## src/hdl/lcfa_pkg.sv

```systemverilog
// Shared types and constants for the leak and canister-full alarm block.
// No dependencies; used by every module in hdl/.
package lcfa_pkg;

    // Register indexes on the configuration port
    localparam logic [2:0] CFG_THERAPY_MODE   = 3'd0;
    localparam logic [2:0] CFG_LIMIT_MODE_A   = 3'd1;
    localparam logic [2:0] CFG_LIMIT_MODE_B   = 3'd2;
    localparam logic [2:0] CFG_LIMIT_DEFAULT  = 3'd3;
    localparam logic [2:0] CFG_CANCEL_TICKS   = 3'd4;
    localparam logic [2:0] CFG_SATURATE_LIMIT = 3'd5;
    localparam logic [2:0] CFG_WINDOW_TICKS   = 3'd6;
    localparam logic [2:0] CFG_PULSE_COUNT    = 3'd7;

    // Therapy mode codes; the unused code behaves as default
    localparam logic [1:0] MODE_DEFAULT = 2'd0;
    localparam logic [1:0] MODE_A       = 2'd1;
    localparam logic [1:0] MODE_B       = 2'd2;

    // Sub-mode codes of the second named mode
    localparam logic [1:0] SUB_PLAIN  = 2'd0;
    localparam logic [1:0] SUB_VALVED = 2'd1;

    localparam logic [15:0] CNT_MAX = 16'hFFFF;

    // Configuration register file
    typedef struct packed {
        logic [1:0]  therapy_mode;
        logic [15:0] leak_limit_mode_a;
        logic [15:0] leak_limit_mode_b;
        logic [15:0] leak_limit_default;
        logic [15:0] leak_cancel_ticks;
        logic [15:0] leak_saturate_limit;
        logic [15:0] full_window_ticks;
        logic [15:0] full_pulse_count;
    } t_cfg;

    // One input beat
    typedef struct packed {
        logic       check_enabled;
        logic       pump_running;
        logic       override_hold;
        logic [1:0] sub_mode;
        logic       valve_state;
        logic [3:0] canister_pulses;
    } t_item;

    // Saturating 16-bit increment
    function automatic logic [15:0] inc_sat16(input logic [15:0] v);
        return (v == CNT_MAX) ? CNT_MAX : v + 16'd1;
    endfunction

endpackage

```

## src/hdl/leak_and_canister_full_alarm.sv

```systemverilog
// Top level of the leak and canister-full alarm block.
// Depends on lcfa_pkg, lcfa_leak and lcfa_canister.
//
// Each input beat is one supervision tick and yields exactly one result beat
// (leak alarm level and canister-full pulse). The block takes one beat per
// clock cycle sustained while the output is not stalled; a beat passes an
// input register, compare and increment logic that also updates the
// supervision state, and an output register, where its result is offered. While
// a result waits in the output register, the input register takes one more
// beat and then stalls the input.
// Configuration writes are always ready and must only be issued while no beat
// is in flight.
module leak_and_canister_full_alarm #(
    parameter int unsigned PRESCALE        = 10,
    parameter int unsigned SATURATE_MARGIN = 2200
) (
    input  logic        i_clk,
    input  logic        i_rst_n,
    // input channel
    input  logic        i_in_valid,
    output logic        o_in_stall,
    input  logic        i_check_enabled,
    input  logic        i_pump_running,
    input  logic        i_override_hold,
    input  logic [1:0]  i_sub_mode,
    input  logic        i_valve_state,
    input  logic [3:0]  i_canister_pulses,
    // output channel
    output logic        o_out_valid,
    input  logic        i_out_stall,
    output logic        o_leak_alarm,
    output logic        o_canister_full,
    // configuration channel
    input  logic        i_cfg_valid,
    output logic        o_cfg_ready,
    input  logic [2:0]  i_cfg_index,
    input  logic [15:0] i_cfg_data
);

    lcfa_pkg::t_cfg  r_cfg;
    lcfa_pkg::t_item r_item;
    logic            r_item_valid;
    logic            r_out_valid;
    logic            r_leak_alarm;
    logic            r_canister_full;

    logic step;
    logic in_accept;
    logic leak_flag;
    logic full_event;

    // Pipeline handshake
    assign step       = r_item_valid && (!r_out_valid || !i_out_stall);
    assign o_in_stall = r_item_valid && !step;
    assign in_accept  = i_in_valid && !o_in_stall;

    // Configuration registers
    assign o_cfg_ready = 1'b1;

    always_ff @(posedge i_clk) begin
        if (!i_rst_n) begin
            r_cfg.therapy_mode        <= lcfa_pkg::MODE_DEFAULT;
            r_cfg.leak_limit_mode_a   <= 16'd300;
            r_cfg.leak_limit_mode_b   <= 16'd300;
            r_cfg.leak_limit_default  <= 16'd300;
            r_cfg.leak_cancel_ticks   <= 16'd100;
            r_cfg.leak_saturate_limit <= 16'd1000;
            r_cfg.full_window_ticks   <= 16'd100;
            r_cfg.full_pulse_count    <= 16'd10;
        end else if (i_cfg_valid && o_cfg_ready) begin
            unique case (i_cfg_index)
                lcfa_pkg::CFG_THERAPY_MODE:   r_cfg.therapy_mode        <= i_cfg_data[1:0];
                lcfa_pkg::CFG_LIMIT_MODE_A:   r_cfg.leak_limit_mode_a   <= i_cfg_data;
                lcfa_pkg::CFG_LIMIT_MODE_B:   r_cfg.leak_limit_mode_b   <= i_cfg_data;
                lcfa_pkg::CFG_LIMIT_DEFAULT:  r_cfg.leak_limit_default  <= i_cfg_data;
                lcfa_pkg::CFG_CANCEL_TICKS:   r_cfg.leak_cancel_ticks   <= i_cfg_data;
                lcfa_pkg::CFG_SATURATE_LIMIT: r_cfg.leak_saturate_limit <= i_cfg_data;
                lcfa_pkg::CFG_WINDOW_TICKS:   r_cfg.full_window_ticks   <= i_cfg_data;
                lcfa_pkg::CFG_PULSE_COUNT:    r_cfg.full_pulse_count    <= i_cfg_data;
                default: ;
            endcase
        end
    end

    // Input register
    always_ff @(posedge i_clk) begin
        if (!i_rst_n) begin
            r_item_valid <= 1'b0;
        end else if (in_accept) begin
            r_item_valid <= 1'b1;
        end else if (step) begin
            r_item_valid <= 1'b0;
        end
    end

    always_ff @(posedge i_clk) begin
        if (in_accept) begin
            r_item.check_enabled   <= i_check_enabled;
            r_item.pump_running    <= i_pump_running;
            r_item.override_hold   <= i_override_hold;
            r_item.sub_mode        <= i_sub_mode;
            r_item.valve_state     <= i_valve_state;
            r_item.canister_pulses <= i_canister_pulses;
        end
    end

    lcfa_leak #(
        .PRESCALE        (PRESCALE),
        .SATURATE_MARGIN (SATURATE_MARGIN)
    ) u_leak (
        .i_clk       (i_clk),
        .i_rst_n     (i_rst_n),
        .i_step      (step),
        .i_item      (r_item),
        .i_cfg       (r_cfg),
        .o_leak_flag (leak_flag)
    );

    lcfa_canister u_canister (
        .i_clk        (i_clk),
        .i_rst_n      (i_rst_n),
        .i_step       (step),
        .i_item       (r_item),
        .i_cfg        (r_cfg),
        .o_full_event (full_event)
    );

    // Output register
    always_ff @(posedge i_clk) begin
        if (!i_rst_n) begin
            r_out_valid <= 1'b0;
        end else if (step) begin
            r_out_valid <= 1'b1;
        end else if (!i_out_stall) begin
            r_out_valid <= 1'b0;
        end
    end

    always_ff @(posedge i_clk) begin
        if (step) begin
            r_leak_alarm    <= leak_flag;
            r_canister_full <= full_event;
        end
    end

    assign o_out_valid     = r_out_valid;
    assign o_leak_alarm    = r_leak_alarm;
    assign o_canister_full = r_canister_full;

endmodule

```

## src/hdl/lcfa_leak.sv

```systemverilog
// Leak supervision: prescaler, idle cancel counter, leak timer and alarm flag.
// Depends on lcfa_pkg.
module lcfa_leak #(
    parameter int unsigned PRESCALE        = 10,
    parameter int unsigned SATURATE_MARGIN = 2200
) (
    input  logic            i_clk,
    input  logic            i_rst_n,
    input  logic            i_step,
    input  lcfa_pkg::t_item i_item,
    input  lcfa_pkg::t_cfg  i_cfg,
    output logic            o_leak_flag
);

    localparam logic [7:0]  PRESCALE_LIM = 8'(PRESCALE);
    localparam logic [16:0] MARGIN       = 17'(SATURATE_MARGIN);

    logic [7:0]  r_prescale, n_prescale;
    logic [15:0] r_idle, n_idle;
    logic [15:0] r_timer, n_timer;
    logic        r_flag, n_flag;

    logic [15:0] mode_limit;
    logic [16:0] pin_sum;
    logic [15:0] pin_value;
    logic [15:0] timer_inc;

    // Limit chosen by therapy mode
    always_comb begin
        unique case (i_cfg.therapy_mode)
            lcfa_pkg::MODE_A: mode_limit = i_cfg.leak_limit_mode_a;
            lcfa_pkg::MODE_B: mode_limit = i_cfg.leak_limit_mode_b;
            default:          mode_limit = i_cfg.leak_limit_default;
        endcase
    end

    // Pin value: saturate limit plus margin, clamped to 16 bits
    assign pin_sum   = {1'b0, i_cfg.leak_saturate_limit} + MARGIN;
    assign pin_value = pin_sum[16] ? lcfa_pkg::CNT_MAX : pin_sum[15:0];
    assign timer_inc = lcfa_pkg::inc_sat16(r_timer);

    // Next leak state for this beat
    always_comb begin
        n_prescale = r_prescale;
        n_idle     = r_idle;
        n_timer    = r_timer;
        n_flag     = r_flag;
        if (i_item.check_enabled) begin
            if (!i_item.pump_running) begin
                n_prescale = '0;
                if (!i_item.override_hold) begin
                    if (r_idle >= i_cfg.leak_cancel_ticks) begin
                        n_idle  = '0;
                        n_flag  = 1'b0;
                        n_timer = '0;
                    end else begin
                        n_idle = r_idle + 16'd1;
                    end
                end
            end else begin
                n_idle = '0;
                if (r_prescale >= PRESCALE_LIM) begin
                    // prescaler fires: advance the timer
                    n_prescale = '0;
                    if (r_timer > i_cfg.leak_saturate_limit) begin
                        n_timer = pin_value;
                    end else begin
                        n_timer = timer_inc;
                        n_flag  = (timer_inc > mode_limit);
                    end
                end else begin
                    n_prescale = r_prescale + 8'd1;
                end
            end
        end
    end

    always_ff @(posedge i_clk) begin
        if (!i_rst_n) begin
            r_prescale <= '0;
            r_idle     <= '0;
            r_timer    <= '0;
            r_flag     <= 1'b0;
        end else if (i_step) begin
            r_prescale <= n_prescale;
            r_idle     <= n_idle;
            r_timer    <= n_timer;
            r_flag     <= n_flag;
        end
    end

    // Flag after this beat
    assign o_leak_flag = n_flag;

endmodule

```

## src/hdl/lcfa_canister.sv

```systemverilog
// Canister pulse accumulation, window timing and qualified full event.
// Depends on lcfa_pkg.
module lcfa_canister (
    input  logic            i_clk,
    input  logic            i_rst_n,
    input  logic            i_step,
    input  lcfa_pkg::t_item i_item,
    input  lcfa_pkg::t_cfg  i_cfg,
    output logic            o_full_event
);

    logic [15:0] r_pulse, n_pulse;
    logic [15:0] r_window, n_window;

    logic [16:0] pulse_sum;
    logic [15:0] pulse_acc;
    logic [15:0] window_inc;
    logic        qualified;

    // Saturating pulse accumulation
    assign pulse_sum  = {1'b0, r_pulse} + {13'd0, i_item.canister_pulses};
    assign pulse_acc  = pulse_sum[16] ? lcfa_pkg::CNT_MAX : pulse_sum[15:0];
    assign window_inc = lcfa_pkg::inc_sat16(r_window);

    // Sub-mode and valve qualification
    always_comb begin
        if (i_cfg.therapy_mode != lcfa_pkg::MODE_B) begin
            qualified = 1'b1;
        end else begin
            qualified = (i_item.sub_mode == lcfa_pkg::SUB_PLAIN) ||
                        ((i_item.sub_mode == lcfa_pkg::SUB_VALVED) && !i_item.valve_state);
        end
    end

    // Window check
    always_comb begin
        n_pulse      = pulse_acc;
        n_window     = window_inc;
        o_full_event = 1'b0;
        if (pulse_acc == '0) begin
            n_window = '0;
        end else if (window_inc <= i_cfg.full_window_ticks) begin
            if (pulse_acc > i_cfg.full_pulse_count) begin
                o_full_event = qualified;
                n_pulse      = '0;
                n_window     = '0;
            end
        end else begin
            n_pulse  = '0;
            n_window = '0;
        end
    end

    always_ff @(posedge i_clk) begin
        if (!i_rst_n) begin
            r_pulse  <= '0;
            r_window <= '0;
        end else if (i_step) begin
            r_pulse  <= n_pulse;
            r_window <= n_window;
        end
    end

endmodule

```

## config.mk

```make
export PLATFORM = sky130hd
export DESIGN_NAME = leak_and_canister_full_alarm
export DESIGN_NICKNAME = d
export VERILOG_FILES = /design/src/hdl/lcfa_pkg.sv /design/src/hdl/leak_and_canister_full_alarm.sv /design/src/hdl/lcfa_leak.sv /design/src/hdl/lcfa_canister.sv
export SDC_FILE = /design/constraint.sdc
export NUM_CORES = 1
export LEC_CHECK = 0
export BUFFER_PORTS_ARGS = -buffer_cell sky130_fd_sc_hd__buf_2
export CAP_MARGIN = 20
export CORE_MARGIN = 4
export CORE_UTILIZATION = 50
export DETAILED_ROUTE_END_ITERATION = 8
export PLACE_DENSITY = 0.7
export SYNTH_ARGS = -nofsm -noshare
export SYNTH_HDL_FRONTEND = slang
export SYNTH_SLANG_ARGS = --single-unit
export TNS_END_PERCENT = 20
```

## constraint.sdc

```tcl
create_clock -name i_clk -period 4.8 [get_ports i_clk]
set_clock_uncertainty 0.2 [all_clocks]
set_input_delay 0.72 -clock i_clk [delete_from_list [all_inputs] [get_ports i_clk]]
set_output_delay 0.72 -clock i_clk [all_outputs]
set_load 0.02 [all_outputs]
```

==> results.md <==
* Status: finished clean
* Post-Syn Area at 11420 µm²
* Crit. End Element: flop
* Critical path type: flop to flop
* Post-synth top cells: 305 x nand2_1, 189 x dfxtp_1, 92 x ha_1
* DIE AREA at 25320 µm²
* Die Ht at 159.1 µm
* Io pins at 39
* Routability-driven placement congestion ratio at 0.9395
* Slowest-stage cell, CP: o22ai_1
* Avg WL per Cell at 16.99 µm
* Cell with the most instances after synthesis: nand2_1
* GRT Max-Usage Layer: met2
* Pin count of the biggest net entering global routing at 89
* Layout cells sized above 1 at 0.07433
* Final Hold Vio Count at 0
* FF/Latch Area at 4144 µm²
* Peak VDD IR at 0.2211 mV
* Synthesized net count at 1557
* Nets at 1563
* Leakage at 4.942 nW
* Power density cells at 310.4 nW/µm²
* H-Tree Depth at 1
* Antenna viol nets, final at 0
* Setup repair after global routing missed its margin: no
* Global Route Usage Sum at 0.2284
* Reg2reg setup slack at 0.42 ns
* Commonest register cell after synthesis: dfxtp_1
* Area Overhead vs Synth at 10.62%
* Final setup viols at 0
* Hold path start: i_canister_pulses[2]
* Core area at 22570 µm²
* Setup bufs post-CTS at 0
* Sequential share of the synthesized area at 0.3628
* Slew margin rel. at 0.2710
* Vias in the first global route at 9579
* Synth area leader: dfxtp_1
* Slew at the pin with the worst max-slew slack at 1.090 ns
* GR Util met2 at 0.3673
* Hold Crit Endpoint: r_item[2]
* CTS tree: done
* Area of the multi-input gates at 6685 µm²
* CP startpoint kind: flop
* Post-route cell area at 12630 µm²
* CTS buffer count at 24
* Post-DP HPWL at 20490 µm
* Internal at 2.958 mW
* Root buffer cell: clkbuf_16
* DP Area at 11820 µm²
* CTS sink count at 201
* Met3 Resource Use GR at 0.03132
* Synth cell types at 71
* Max clock buf depth at 3
* Reg2Reg Depth at 16
* GR Overflow Total at 0
* Final routed DRC violation total at 0
* Ys Warns at 0
* Crit Path Max Fanout at 15
* Combinational share of power at 0.095
* Setup TNS at 0 ns
* Post-synth EDFFs at 12
* Fin crit share at 0.9126
* Required time worst endpoint at 5.03 ns
* Hold Crit Class: primary input to flop
* Max Cap Violations at 0
* Asr flop ratio synth at 0
* Clock transition at path regs at 0.06 ns
* Antenna cells at 0
* CP cell instances: ha_1 > nand3_1 > o22ai_1 > nand3_1 > xor2_1 > nand2_1 > ha_1 > nand4_1 > nor4_1 > a41oi_1 > o31a_1 > a211oi_2 > buf_4 > buf_4 > a31oi_1 > nor3b_1
* Clock latency on the worst-skew pair at 0.52 ns
* #FFs+latches synth at 201
* Rows at 55
* Non-filler instance count after layout at 1738
* Share of the synthesized area in the top cell type at 0.3313
* Initial drt markers at 730
* Vias per std cell at 5.781
* First-pass GRT wire length at 48880 µm
* R2R Path Start: r_item[2]
* Avg Cell Area, Syn at 7.987 µm²
* Switch Pwr at 0.9636 mW
* Seq pwr share at 0.446
* Reg-to-Reg End: u_canister.r_window[6]
* Critical Path AT at 4.61 ns
* Initial antenna violation count at 0
* Die Wd at 159.1 µm
* Synth Instances at 1430
* Slew Viols, Final at 0
* Dpl cells at 1693
* Filler cell count at 2075
* M1 GR Usage at 0.3239
* Min Tclk post-route at 4.381 ns
* Sw frac at 0.2457
* Clk pwr share at 0.459
* Hold path depth at 1
* Starting Density at 0.5060
* Max incr delay on CP at 0.77 ns
* Via count at 10050
* Synth top area cells: dfxtp_1 33%, ha_1 10%, nand2_1 10%, a21boi_0 5.9%, a21oi_1 3.2%
* Fmax at 0.2283 GHz
* I/O Buffers at 37
* Drt total wl at 29530 µm
* 1st-pass router iterations at 5
==> metrics by stage <==
stage	setup WS, ns	utilization	hold WS [ns]	power [mW]
after floorplan	0.5249	-	0.2262	2.020
after global placement	0.5219	0.5222	0.2373	2.139
after detailed placement	0.4416	0.5235	0.2504	2.148
after CTS	0.4039	0.5585	0.1598	3.948
after global routing	0.03587	0.5597	0.1530	4.092
final	0.4194	0.5597	0.1737	3.921
==> worst max-delay path by stage <==
stage,startpoint,to,slack [ns],cells past startpoint
floorplan,r_item[0],u_canister.r_window[13],0.52,16
global placement,r_item[0],u_canister.r_window[6],0.52,16
detailed placement,r_item[0],u_canister.r_window[6],0.44,16
CTS,r_item[0],u_canister.r_window[6],0.40,16
global route,r_item[3],u_canister.r_window[6],0.04,16
finish,r_item[2],u_canister.r_window[6],0.42,16
==> sequential cells by signal, summed over array words and instances, names as in the netlist <==
register and count:
r_item 10, u_canister.r_pulse 16, r_item_valid 1, o_out_valid 1, r_cfg 114, u_leak.r_flag 1, o_leak_alarm 1, o_canister_full 1
u_canister.r_window 16, u_leak.r_prescale 8, u_leak.r_timer 16, u_leak.r_idle 16
==> layer usage <==
metal | wire, µm | share of wire
met5 | 0 | 0
met1 | 13680 | 0.46
met4 | 793 | 0.027
met3 | 1737 | 0.059
met2 | 13320 | 0.45
==> timing repair <==
action                     in CTS  in global routing
hold buffers                    0                  0
gates resized for setup         0                  1
setup endpoints to repair       0                  2
==> power by group through the flow <==
stage,combinational (mW),sequential (mW),clock [mW]
after detailed placement,0.364,1.78,0
final,0.372,1.75,1.80
after CTS,0.366,1.75,1.83
after floorplan,0.240,1.78,0
after global placement,0.357,1.78,0
after global routing,0.414,1.75,1.93
==> placed cells by master (no fill, tap or decap), types with 19 or more instances in the layout <==
cell type / n
dfxtp_1: 189
a21boi_0: 90
a21oi_1: 74
ha_1: 92
o21ai_0: 47
nand4_1: 30
o211ai_1: 23
nor2_1: 73
and3_1: 19
inv_1: 85
nand2_1: 305
buf_2: 36
xnor2_1: 33
clkbuf_16: 25
nand3_1: 55
==> cell families (layout without fill, tap and decap cells) <==
group,Yosys count,after routing,share of synthesized area
xor gates and xnor gates,48,48,0.03681
muxes,6,6,0.005587
DFF,201,201,0.3628
and+or+nand+nor,563,563,0.2229
AOI/OAI and AO/OA,357,357,0.2152
adders and majority gates,93,93,0.1025
other,1,1,0.0003283
buffers and inverters,161,184,0.05379
==> worst max-delay path: cells and delay by family (launching register included) <==
family,cells,cell delay (ns)
AO/OA/AOI/OAI,5,1.39
AND/OR/NAND/NOR,6,0.96
adder cells (fa/ha/maj),2,0.75
buffers and inverters,2,0.46
flip-flops,1,0.37
XOR/XNOR,1,0.16
==> area by class of cell <==
class	count	share of cell area
Clock inverter	5	0.004457
Tap cell	285	0.02823
Sequential cell	201	0.3280
Timing Repair Buffer	55	0.02644
Clock buffer	38	0.05814
Multi-Input combinational cell	1068	0.5292
Inverter	86	0.02555
Note: power is estimated with default switching activity, not from simulation.
